--- src/rrts_pkg.sv ---
// Shared types and constants of the round-robin task scheduler.
`default_nettype none

package rrts_pkg;

   localparam int CMD_W       = 2;
   localparam int TASK_SLOT_W = 6;
   localparam int SELECTOR_W  = 16;
   localparam int STATUS_W    = 2;
   localparam int FIRST_DESC_W = 13;

   // Selector is the descriptor index times eight.
   localparam int SEL_SHIFT = 3;

   // A tick only switches when at least this many run-list entries exist.
   localparam int MIN_SWITCH_TASKS = 2;

   localparam int CSR_ADDR_W = 3;
   localparam int CSR_DATA_W = 32;

   typedef logic [CMD_W-1:0]        cmd_type;
   typedef logic [TASK_SLOT_W-1:0]  task_slot_type;
   typedef logic [SELECTOR_W-1:0]   selector_type;
   typedef logic [STATUS_W-1:0]     status_type;
   typedef logic [FIRST_DESC_W-1:0] first_desc_type;

   localparam cmd_type CMD_ALLOC  = 2'd0;
   localparam cmd_type CMD_RUN    = 2'd1;
   localparam cmd_type CMD_TICK   = 2'd2;
   localparam cmd_type CMD_UNUSED = 2'd3;

   localparam status_type STATUS_OK        = 2'd0;
   localparam status_type STATUS_NO_FREE   = 2'd1;
   localparam status_type STATUS_NO_SWITCH = 2'd2;
   localparam status_type STATUS_LIST_FULL = 2'd3;

   localparam first_desc_type FIRST_DESC_RESET = 13'd3;

   // Register index of first_descriptor within the register map.
   localparam logic CSR_IDX_FIRST_DESC = 1'b0;

endpackage

`default_nettype wire

--- src/rrts_if.sv ---
// Request and response channel interfaces of the round-robin task scheduler.
`default_nettype none

interface rrts_req_if import rrts_pkg::*; ();
   logic          valid;
   logic          ready;
   cmd_type       cmd;
   task_slot_type task_slot;

   modport source (output valid, output cmd, output task_slot, input ready);
   modport sink   (input valid, input cmd, input task_slot, output ready);
endinterface

interface rrts_rsp_if import rrts_pkg::*; ();
   logic          valid;
   logic          ready;
   task_slot_type result_slot;
   selector_type  selector;
   status_type    status;

   modport source (output valid, output result_slot, output selector, output status,
                   input ready);
   modport sink   (input valid, input result_slot, input selector, input status,
                   output ready);
endinterface

`default_nettype wire

--- src/round_robin_task_scheduler.sv ---
// Top level of the round-robin task scheduler: slot table, run list and sequencer.
`default_nettype none

// The scheduler keeps a table of MAX_SLOTS task slots and a run list, and
// serves one command transaction at a time. After reset it makes a clearing
// pass through the slot table (slot 0 ends up active, all others free,
// run-list entry 0 holds slot 0); no command is accepted during that pass,
// while register writes are taken as usual. An allocate command walks the
// slot table through its single read port, one slot per cycle. A tick
// passes through an extra step for the registered read of the run-list
// memory. A response that still waits in the output register holds the
// sequencer in its last step until it is taken. A further command is
// accepted as soon as the sequencer is back to idle, even while the
// previous response transaction still waits in the output register.
// Every command gives exactly one response. The selector is
// (first_descriptor + result slot) * 8 modulo 2^16, and it reads as zero when
// allocation finds no free slot or the command code is unused. The run list
// saturates at MAX_SLOTS entries and answers a run command for a slot within
// range with status "run list full" from then on.
module round_robin_task_scheduler import rrts_pkg::*; #(
   parameter int MAX_SLOTS = 64
) (
   input  wire                    clock,
   input  wire                    reset,
   rrts_req_if.sink               req_chan,
   rrts_rsp_if.source             rsp_chan,
   input  wire                    psel,
   input  wire                    penable,
   input  wire                    pwrite,
   input  wire [CSR_ADDR_W-1:0]   paddr,
   input  wire [CSR_DATA_W-1:0]   pwdata,
   output logic [CSR_DATA_W-1:0]  prdata,
   output logic                   pready
);

   // Slot index width, run-count width, and a width that holds any reported slot.
   localparam int SLOT_W = (MAX_SLOTS > 2) ? $clog2(MAX_SLOTS) : 1;
   localparam int CNT_W  = $clog2(MAX_SLOTS + 1);
   localparam int IDX_W  = (SLOT_W > TASK_SLOT_W) ? SLOT_W : TASK_SLOT_W;
   localparam logic [SLOT_W-1:0] LAST_SLOT = SLOT_W'(MAX_SLOTS - 1);
   localparam logic [CNT_W-1:0]  FULL_COUNT = CNT_W'(MAX_SLOTS);
   localparam logic [CNT_W-1:0]  SWITCH_COUNT = CNT_W'(MIN_SWITCH_TASKS);

   // Sequencer states.
   localparam logic [2:0] ST_CLEAR = 3'd0;
   localparam logic [2:0] ST_IDLE  = 3'd1;
   localparam logic [2:0] ST_SCAN  = 3'd2;
   localparam logic [2:0] ST_LIST  = 3'd3;
   localparam logic [2:0] ST_DONE  = 3'd4;

   // Control state.
   logic [2:0]        state_ff, state_in;
   logic [SLOT_W-1:0] clr_ff, clr_in;
   logic [SLOT_W-1:0] scan_ff, scan_in;
   logic              issue_ff, issue_in;
   logic              chk_vld_ff, chk_vld_in;
   logic [SLOT_W-1:0] chk_idx_ff, chk_idx_in;
   logic [CNT_W-1:0]  run_count_ff, run_count_in;
   logic [SLOT_W-1:0] current_pos_ff, current_pos_in;
   first_desc_type    first_desc_ff, first_desc_in;
   logic              rsp_valid_ff, rsp_valid_in;

   // Result staging; payload only.
   logic [IDX_W-1:0]  res_slot_ff, res_slot_in;
   status_type        res_status_ff, res_status_in;
   logic              sel_en_ff, sel_en_in;
   logic              from_list_ff, from_list_in;
   task_slot_type     rsp_slot_ff, rsp_slot_in;
   selector_type      rsp_sel_ff, rsp_sel_in;
   status_type        rsp_status_ff, rsp_status_in;

   // Slot table holds one busy bit per slot (allocated or active).
   logic              busy_mem [MAX_SLOTS];
   logic              busy_rd_ff;
   logic              busy_we;
   logic [SLOT_W-1:0] busy_waddr;
   logic              busy_wdata;

   logic [TASK_SLOT_W-1:0] list_mem [MAX_SLOTS];
   logic [TASK_SLOT_W-1:0] list_rd_ff;
   logic                   list_we;
   logic [SLOT_W-1:0]      list_waddr;
   task_slot_type          list_wdata;

   logic              req_fire;
   logic              rsp_free;
   logic              run_beyond;
   logic              run_full;
   logic [CNT_W-1:0]  pos_inc;
   logic [IDX_W-1:0]  out_slot;
   first_desc_type    desc_sum;

   assign req_chan.ready = (state_ff == ST_IDLE);
   assign req_fire       = req_chan.valid && (state_ff == ST_IDLE);
   assign rsp_free       = !rsp_valid_ff || rsp_chan.ready;

   assign run_beyond = (32'(req_chan.task_slot) >= MAX_SLOTS);
   assign run_full   = (run_count_ff >= FULL_COUNT);
   assign pos_inc    = CNT_W'(current_pos_ff) + CNT_W'(1);

   // A tick result comes from the run-list read register, everything else
   // from the staged slot.
   assign out_slot = from_list_ff ? IDX_W'(list_rd_ff) : res_slot_ff;
   assign desc_sum = first_desc_ff + FIRST_DESC_W'(out_slot);

   assign rsp_chan.valid       = rsp_valid_ff;
   assign rsp_chan.result_slot = rsp_slot_ff;
   assign rsp_chan.selector    = rsp_sel_ff;
   assign rsp_chan.status      = rsp_status_ff;

   // Configuration port: only register index 0 exists; other indexes are ignored.
   assign pready = 1'b1;
   assign prdata = (paddr[2] == CSR_IDX_FIRST_DESC) ? CSR_DATA_W'(first_desc_ff)
                                                    : '0;

   always_comb begin
      first_desc_in = first_desc_ff;
      if (psel && penable && pwrite && (paddr[2] == CSR_IDX_FIRST_DESC)) begin
         first_desc_in = pwdata[FIRST_DESC_W-1:0];
      end
   end

   // Sequencer.
   always_comb begin
      state_in       = state_ff;
      clr_in         = clr_ff;
      scan_in        = scan_ff;
      issue_in       = issue_ff;
      chk_vld_in     = 1'b0;
      chk_idx_in     = scan_ff;
      run_count_in   = run_count_ff;
      current_pos_in = current_pos_ff;
      res_slot_in    = res_slot_ff;
      res_status_in  = res_status_ff;
      sel_en_in      = sel_en_ff;
      from_list_in   = from_list_ff;
      rsp_valid_in   = rsp_valid_ff && !rsp_chan.ready;
      rsp_slot_in    = rsp_slot_ff;
      rsp_sel_in     = rsp_sel_ff;
      rsp_status_in  = rsp_status_ff;
      busy_we        = 1'b0;
      busy_waddr     = clr_ff;
      busy_wdata     = 1'b0;
      list_we        = 1'b0;
      list_waddr     = clr_ff;
      list_wdata     = '0;

      unique case (state_ff)
         ST_CLEAR: begin
            // Slot 0 comes out active; every other slot free.
            busy_we    = 1'b1;
            busy_wdata = (clr_ff == '0);
            list_we    = 1'b1;
            if (clr_ff == LAST_SLOT) begin
               state_in = ST_IDLE;
            end else begin
               clr_in = clr_ff + SLOT_W'(1);
            end
         end

         ST_IDLE: begin
            if (req_fire) begin
               from_list_in = 1'b0;
               sel_en_in    = 1'b1;
               res_status_in = STATUS_OK;
               res_slot_in  = IDX_W'(req_chan.task_slot);
               unique case (req_chan.cmd)
                  CMD_ALLOC: begin
                     scan_in  = '0;
                     issue_in = 1'b1;
                     state_in = ST_SCAN;
                  end
                  CMD_RUN: begin
                     state_in = ST_DONE;
                     if (run_beyond) begin
                        res_status_in = STATUS_OK;
                     end else if (run_full) begin
                        res_status_in = STATUS_LIST_FULL;
                     end else begin
                        busy_we      = 1'b1;
                        busy_waddr   = SLOT_W'(req_chan.task_slot);
                        busy_wdata   = 1'b1;
                        list_we      = 1'b1;
                        list_waddr   = run_count_ff[SLOT_W-1:0];
                        list_wdata   = req_chan.task_slot;
                        run_count_in = run_count_ff + CNT_W'(1);
                     end
                  end
                  CMD_TICK: begin
                     from_list_in = 1'b1;
                     state_in     = ST_LIST;
                     if (run_count_ff < SWITCH_COUNT) begin
                        res_status_in = STATUS_NO_SWITCH;
                     end else if (pos_inc >= run_count_ff) begin
                        current_pos_in = '0;
                     end else begin
                        current_pos_in = SLOT_W'(pos_inc);
                     end
                  end
                  CMD_UNUSED: begin
                     res_slot_in   = '0;
                     sel_en_in     = 1'b0;
                     res_status_in = STATUS_NO_SWITCH;
                     state_in      = ST_DONE;
                  end
                  default: begin
                     state_in = ST_DONE;
                  end
               endcase
            end
         end

         ST_SCAN: begin
            // One slot read is issued per cycle; its busy bit is checked in
            // the following cycle.
            chk_vld_in = issue_ff;
            chk_idx_in = scan_ff;
            if (issue_ff) begin
               if (scan_ff == LAST_SLOT) begin
                  issue_in = 1'b0;
               end else begin
                  scan_in = scan_ff + SLOT_W'(1);
               end
            end
            if (chk_vld_ff && !busy_rd_ff) begin
               busy_we       = 1'b1;
               busy_waddr    = chk_idx_ff;
               busy_wdata    = 1'b1;
               res_slot_in   = IDX_W'(chk_idx_ff);
               res_status_in = STATUS_OK;
               sel_en_in     = 1'b1;
               issue_in      = 1'b0;
               chk_vld_in    = 1'b0;
               state_in      = ST_DONE;
            end else if (chk_vld_ff && (chk_idx_ff == LAST_SLOT)) begin
               res_slot_in   = '0;
               res_status_in = STATUS_NO_FREE;
               sel_en_in     = 1'b0;
               issue_in      = 1'b0;
               chk_vld_in    = 1'b0;
               state_in      = ST_DONE;
            end
         end

         ST_LIST: begin
            // The run-list read register picks up the entry at the new position.
            state_in = ST_DONE;
         end

         ST_DONE: begin
            if (rsp_free) begin
               rsp_valid_in  = 1'b1;
               rsp_slot_in   = TASK_SLOT_W'(out_slot);
               rsp_sel_in    = sel_en_ff ? {desc_sum, SEL_SHIFT'(0)} : '0;
               rsp_status_in = res_status_ff;
               state_in      = ST_IDLE;
            end
         end

         default: begin
            state_in = ST_IDLE;
         end
      endcase
   end

   always_ff @(posedge clock) begin
      if (reset) begin
         state_ff       <= ST_CLEAR;
         clr_ff         <= '0;
         issue_ff       <= 1'b0;
         chk_vld_ff     <= 1'b0;
         run_count_ff   <= CNT_W'(1);
         current_pos_ff <= '0;
         first_desc_ff  <= FIRST_DESC_RESET;
         rsp_valid_ff   <= 1'b0;
      end else begin
         state_ff       <= state_in;
         clr_ff         <= clr_in;
         issue_ff       <= issue_in;
         chk_vld_ff     <= chk_vld_in;
         run_count_ff   <= run_count_in;
         current_pos_ff <= current_pos_in;
         first_desc_ff  <= first_desc_in;
         rsp_valid_ff   <= rsp_valid_in;
      end
   end

   always_ff @(posedge clock) begin
      scan_ff       <= scan_in;
      chk_idx_ff    <= chk_idx_in;
      res_slot_ff   <= res_slot_in;
      res_status_ff <= res_status_in;
      sel_en_ff     <= sel_en_in;
      from_list_ff  <= from_list_in;
      rsp_slot_ff   <= rsp_slot_in;
      rsp_sel_ff    <= rsp_sel_in;
      rsp_status_ff <= rsp_status_in;
   end

   // Slot table memory: one write port, one registered read port.
   always_ff @(posedge clock) begin
      if (busy_we) begin
         busy_mem[busy_waddr] <= busy_wdata;
      end
      busy_rd_ff <= busy_mem[scan_ff];
   end

   // Run-list memory: one write port, one registered read port.
   always_ff @(posedge clock) begin
      if (list_we) begin
         list_mem[list_waddr] <= list_wdata;
      end
      list_rd_ff <= list_mem[current_pos_ff];
   end

   // The run list never grows past the slot count.
   a_count_bound: assert property (@(posedge clock) disable iff (reset)
      run_count_ff <= FULL_COUNT)
      else $error("run count exceeds the slot count");

   // The current position always points at a filled run-list entry.
   a_pos_in_list: assert property (@(posedge clock) disable iff (reset)
      CNT_W'(current_pos_ff) < run_count_ff)
      else $error("current position beyond the run list");

   // The sequencer is not ready again in the cycle after a command transaction.
   a_busy_after_accept: assert property (@(posedge clock) disable iff (reset)
      (req_chan.valid && req_chan.ready) |=> !req_chan.ready)
      else $error("command accepted back to back");

   // A failed allocation never carries a selector.
   a_no_free_sel: assert property (@(posedge clock) disable iff (reset)
      (rsp_chan.valid && (rsp_chan.status == STATUS_NO_FREE)) |-> (rsp_chan.selector == '0))
      else $error("selector given with no free slot");

endmodule

`default_nettype wire

--- src/flat_wrapper.sv ---
// flat-port wrapper written by rule: the top's interface ports become plain ports
module round_robin_task_scheduler_flat import rrts_pkg::*;
#(
   parameter int MAX_SLOTS = 64
)
  (clock, reset, psel, penable, pwrite, paddr, pwdata, prdata, pready, req_chan_valid, req_chan_cmd, req_chan_task_slot, req_chan_ready, rsp_chan_valid, rsp_chan_result_slot, rsp_chan_selector, rsp_chan_status, rsp_chan_ready);
  rrts_req_if req_chan_i ();
  rrts_rsp_if rsp_chan_i ();
  input  wire clock;
  input  wire reset;
  input  wire psel;
  input  wire penable;
  input  wire pwrite;
  input  wire [CSR_ADDR_W-1:0] paddr;
  input  wire [CSR_DATA_W-1:0] pwdata;
  output logic [CSR_DATA_W-1:0] prdata;
  output logic pready;
  input wire logic [$bits(req_chan_i.valid)-1:0] req_chan_valid;
  input wire logic [$bits(req_chan_i.cmd)-1:0] req_chan_cmd;
  input wire logic [$bits(req_chan_i.task_slot)-1:0] req_chan_task_slot;
  output wire logic [$bits(req_chan_i.ready)-1:0] req_chan_ready;
  output wire logic [$bits(rsp_chan_i.valid)-1:0] rsp_chan_valid;
  output wire logic [$bits(rsp_chan_i.result_slot)-1:0] rsp_chan_result_slot;
  output wire logic [$bits(rsp_chan_i.selector)-1:0] rsp_chan_selector;
  output wire logic [$bits(rsp_chan_i.status)-1:0] rsp_chan_status;
  input wire logic [$bits(rsp_chan_i.ready)-1:0] rsp_chan_ready;
  assign req_chan_i.valid = req_chan_valid;
  assign req_chan_i.cmd = req_chan_cmd;
  assign req_chan_i.task_slot = req_chan_task_slot;
  assign req_chan_ready = req_chan_i.ready;
  assign rsp_chan_valid = rsp_chan_i.valid;
  assign rsp_chan_result_slot = rsp_chan_i.result_slot;
  assign rsp_chan_selector = rsp_chan_i.selector;
  assign rsp_chan_status = rsp_chan_i.status;
  assign rsp_chan_i.ready = rsp_chan_ready;
  round_robin_task_scheduler #(.MAX_SLOTS(MAX_SLOTS)) u_core (.clock(clock), .reset(reset), .req_chan(req_chan_i), .rsp_chan(rsp_chan_i), .psel(psel), .penable(penable), .pwrite(pwrite), .paddr(paddr), .pwdata(pwdata), .prdata(prdata), .pready(pready));
endmodule
--- config.mk ---
export PLATFORM = sky130hd
export DESIGN_NAME = round_robin_task_scheduler_flat
export DESIGN_NICKNAME = d
export VERILOG_FILES = /design/src/rrts_pkg.sv /design/src/rrts_if.sv /design/src/round_robin_task_scheduler.sv /design/src/flat_wrapper.sv
export SDC_FILE = /design/constraint.sdc
export NUM_CORES = 1
export LEC_CHECK = 0
export BUFFER_PORTS_ARGS = -buffer_cell sky130_fd_sc_hd__buf_2
export CAP_MARGIN = 20
export CELL_PAD_IN_SITES_DETAIL_PLACEMENT = 2
export CELL_PAD_IN_SITES_GLOBAL_PLACEMENT = 2
export CORE_UTILIZATION = 35
export DETAILED_ROUTE_END_ITERATION = 7
export GPL_ROUTABILITY_DRIVEN = 0
export PLACE_DENSITY_LB_ADDON = 0.25
export SLEW_MARGIN = 15
export SYNTH_ARGS = -nofsm -noshare
export SYNTH_HDL_FRONTEND = slang
export SYNTH_SLANG_ARGS = --single-unit
--- constraint.sdc ---
create_clock -name clock -period 7.5 [get_ports clock]
set_input_delay 0.75 -clock clock [delete_from_list [all_inputs] [get_ports clock]]
set_output_delay 0.75 -clock clock [all_outputs]
set_load 0.03 [all_outputs]
==> impl_metrics.toml <==
[final_layout]
post-route-cell-area_mm2 = 0.02541
drive_above_1_share_pct = 19.86
nNetsFinal = 1557
final.fill_count = 6238
mostFrequentLayoutCells = "edfxtp_1, nor2_1, mux4_2"
areaGrowthSynthToFinish_pct = 13.55
antennaDiodeCount = 0
final_common_cell = "edfxtp_1"

[setup_path]
cp_cell_sequence = "nor3b_4 > nand2_2 > inv_2 > nand2_1 > o31ai_1 > nand2_1 > nor2_1"
critPathLaunchType = "flip-flop"
crit_arrival_ps = 3870
end_kind = "flip-flop"
ff2ff_path_depth = 7
cpMostUsedCell = "nand2_1"
cp.required_ps = 7770
r2r_slack_ps = 3900
crit_slowest_cell = "o31ai_1"
r2r-end = "u_core.list_mem[21][2]"
critPathMaxFanout = 13
worstSetupPathType = "reg2reg"
crit_path_max_incr_delay_ps = 790
r2r_start = "u_core.state_ff[0]"

[route]
drtIter0Drc = 608
drc = 0
drt_pass1_iterations = 5
viasPerCell = 5.220
route.met3.wl_um = 2150
wl_um = 59730
postRouteAntennaNets = 0
vias = 12434
wl_met1_um = 26000
wl_per_cell_um = 25.08
wl_met2_um = 29890
dr.max_layer_used = "met4"

[timing]
setup_tns_ps = 0
whs_ps = 339.9
timing.final.crit_share_pct = 48.02
setup_viol = 0
tightestPinTransition_ps = 1035
finalHoldViolCount = 0
skew_ps = 36.13
rsz0062_at_grt = "no"
fmax_ghz = 0.2777
slew-limit-headroom_pct = 30.97
report.final.slew_viol_count = 0
fin_crit_ps = 3602

[yosys]
syn_area_mm2 = 0.02238
synthFlopType = "edfxtp_1"
ys_seq_area_share_pct = 69.63
syn_inst = 1420
ys_warn_count = 0
synthArstFlopShare_pct = 0
synth_area_per_cell_um2 = 15.76
synth-edff-count = 485
ys_types = 72
ys_ff_latch = 536

[grt]
first_global_vias = 13649
grt_overflow_total = 0
grt_max_degree = 80
grt.total_usage_pct = 18.56
grt_first_pass_wirelength_um = 88480
antenna_found_initial = 0

[cts]
cts_resized = 0
clk_latency_ps = 630
clkTransAtPathRegs_ps = 60
cts-buffers-inserted = 58
cts_sinks = 536
cts_tree = "built"
cts_hold_buffers = 0
cts-root-buf = "clkbuf_16"
clock_path_buffers = 3
post-cts-setup-buffer-count = 0
htree_levels = 2

[status]
status = "completed"

[floorplanning]
dieHeight_um = 254.9
dieArea_mm2 = 0.06496
die_x_um = 254.9
core-area_mm2 = 0.06308
ioPinCount = 109
rows = 92
start_util_pct = 35.48

[hold_path]
holdPathStages = 2
min_delay_worst_endpoint = "u_core.first_desc_ff[1]"
min_from = "pwdata[1]"
min_path_type = "in2reg"

[run]
cap_violations = 0

[pwr]
p_leak_nw = 8.170
vdd_drop_max_mv = 0.1758
power_density_mw_per_mm2 = 261.9

[place]
dpl_cell_area_mm2 = 0.02347
post-dp-hpwl_um = 38200
port-buffer-count = 64
power breakdown:
part           internal (mW)  total [mW]  switching [mW]  leakage, nW
registers               3.34        3.36          0.0275         4.87
clock network           1.70        2.91            1.20        0.921
logic                  0.101       0.385           0.284         2.38
total                   5.14        6.66            1.51         8.17
worst max-delay path: cells and delay by family (launching register included):
kind	cells	cell delay (ps)
buf+inv	1	170
compound gates	1	790
flops	1	470
simple gates	5	1800
cell type report:
| type | count | area, um2 | share of cell area (%) |
|---|---|---|---|
| sequential | 536 | 15590 | 61.35 |
| multi-input combinational | 794 | 6309 | 24.82 |
| tap | 846 | 1059 | 4.165 |
| clock inverter | 33 | 412.9 | 1.625 |
| inverter | 18 | 67.56 | 0.2659 |
| clock buffer | 75 | 1515 | 5.962 |
| timing repair buffer | 80 | 460.4 | 1.812 |
logic make-up after synthesis:
group	synth area share (%)
AO/OA/AOI/OAI	4.970
XOR/XNOR	0.9783
adder cells (fa/ha/maj)	1.096
buffers and inverters	2.566
flip-flops	69.63
multiplexers	12.00
other	0.03355
AND/OR/NAND/NOR	8.721
layer usage:
layer  global-route usage (%)  vias to the layer above
met3                    2.563                       92
met5                        0                        -
met4                    6.210                        0
li1                         -                     5554
met2                    31.37                      224
met1                    24.58                     6564
cells in the mapped netlist, types with 5 or more instances:
| cell type | instances | area [um2] |
|---|---|---|
| o22ai_1 | 26 | 162.7 |
| a211oi_1 | 5 | 37.54 |
| a211o_1 | 6 | 52.55 |
| mux2_2 | 8 | 90.09 |
| buf_1 | 5 | 18.77 |
| a21o_1 | 12 | 90.09 |
| nand2_2 | 9 | 56.30 |
| mux4_2 | 100 | 2252 |
| xor2_1 | 9 | 78.83 |
| o221ai_1 | 10 | 87.58 |
| nor2_1 | 173 | 649.4 |
| or3_1 | 5 | 31.28 |
| mux2i_1 | 33 | 330.3 |
| xnor2_1 | 16 | 140.1 |
| ha_1 | 18 | 225.2 |
| and2_1 | 16 | 100.1 |
| nor3_1 | 16 | 80.08 |
| buf_4 | 30 | 225.2 |
| a21oi_1 | 50 | 250.2 |
| nand2b_1 | 16 | 100.1 |
| nand2_1 | 86 | 322.8 |
| nand3_1 | 20 | 100.1 |
| clkbuf_1 | 37 | 138.9 |
| nor2b_1 | 22 | 137.6 |
| buf_2 | 18 | 90.09 |
| o21a_1 | 6 | 45.04 |
| dfxtp_1 | 51 | 1021 |
| o21ai_0 | 28 | 140.1 |
| and3_1 | 17 | 106.4 |
| inv_1 | 17 | 63.81 |
| nand4_1 | 7 | 43.79 |
| edfxtp_1 | 485 | 14560 |
worst max-delay path by stage:
stage	end	startpoint	slack (ps)
2_1_floorplan	u_core.busy_mem[32]	u_core.state_ff[1]	4390
3_3_place_gp	u_core.list_mem[18][2]	req_chan_cmd[0]	3510
3_5_place_dp	u_core.list_mem[21][4]	req_chan_cmd[0]	3400
4_1_cts	u_core.list_mem[21][1]	u_core.state_ff[0]	3860
5_1_grt	u_core.list_mem[21][1]	u_core.state_ff[0]	3690
6_report	u_core.list_mem[21][2]	u_core.state_ff[0]	3900
registers in the layout (all words and copies together), names as in the netlist, 2 cells and up:
name and flops:
u_core.busy_mem 64, u_core.chk_idx_ff 6, u_core.chk_idx_in 6, u_core.clr_ff 6
u_core.current_pos_ff 6, u_core.first_desc_ff 13, u_core.list_mem 384, u_core.list_rd_ff 6
u_core.res_slot_ff 6, u_core.res_status_ff 2, u_core.rsp_chan.result_slot 6, u_core.rsp_chan.selector 13
u_core.rsp_chan.status 2, u_core.run_count_ff 7, u_core.state_ff 3
through the flow:
stage / setup slack, ps / instances / total power [mW] / utilization (%)
3_5_place_dp: 3399 / 2273 / 3.814 / 37.21
4_1_cts: 3865 / 2381 / 6.736 / 40.27
2_1_floorplan: 4388 / 1441 / 3.660 / -
5_1_grt: 3690 / 2382 / 6.868 / 40.29
3_3_place_gp: 3510 / 2273 / 3.798 / 37.21
6_report: 3898 / 2382 / 6.656 / 40.29
Note: power is estimated with default switching activity, not from simulation.
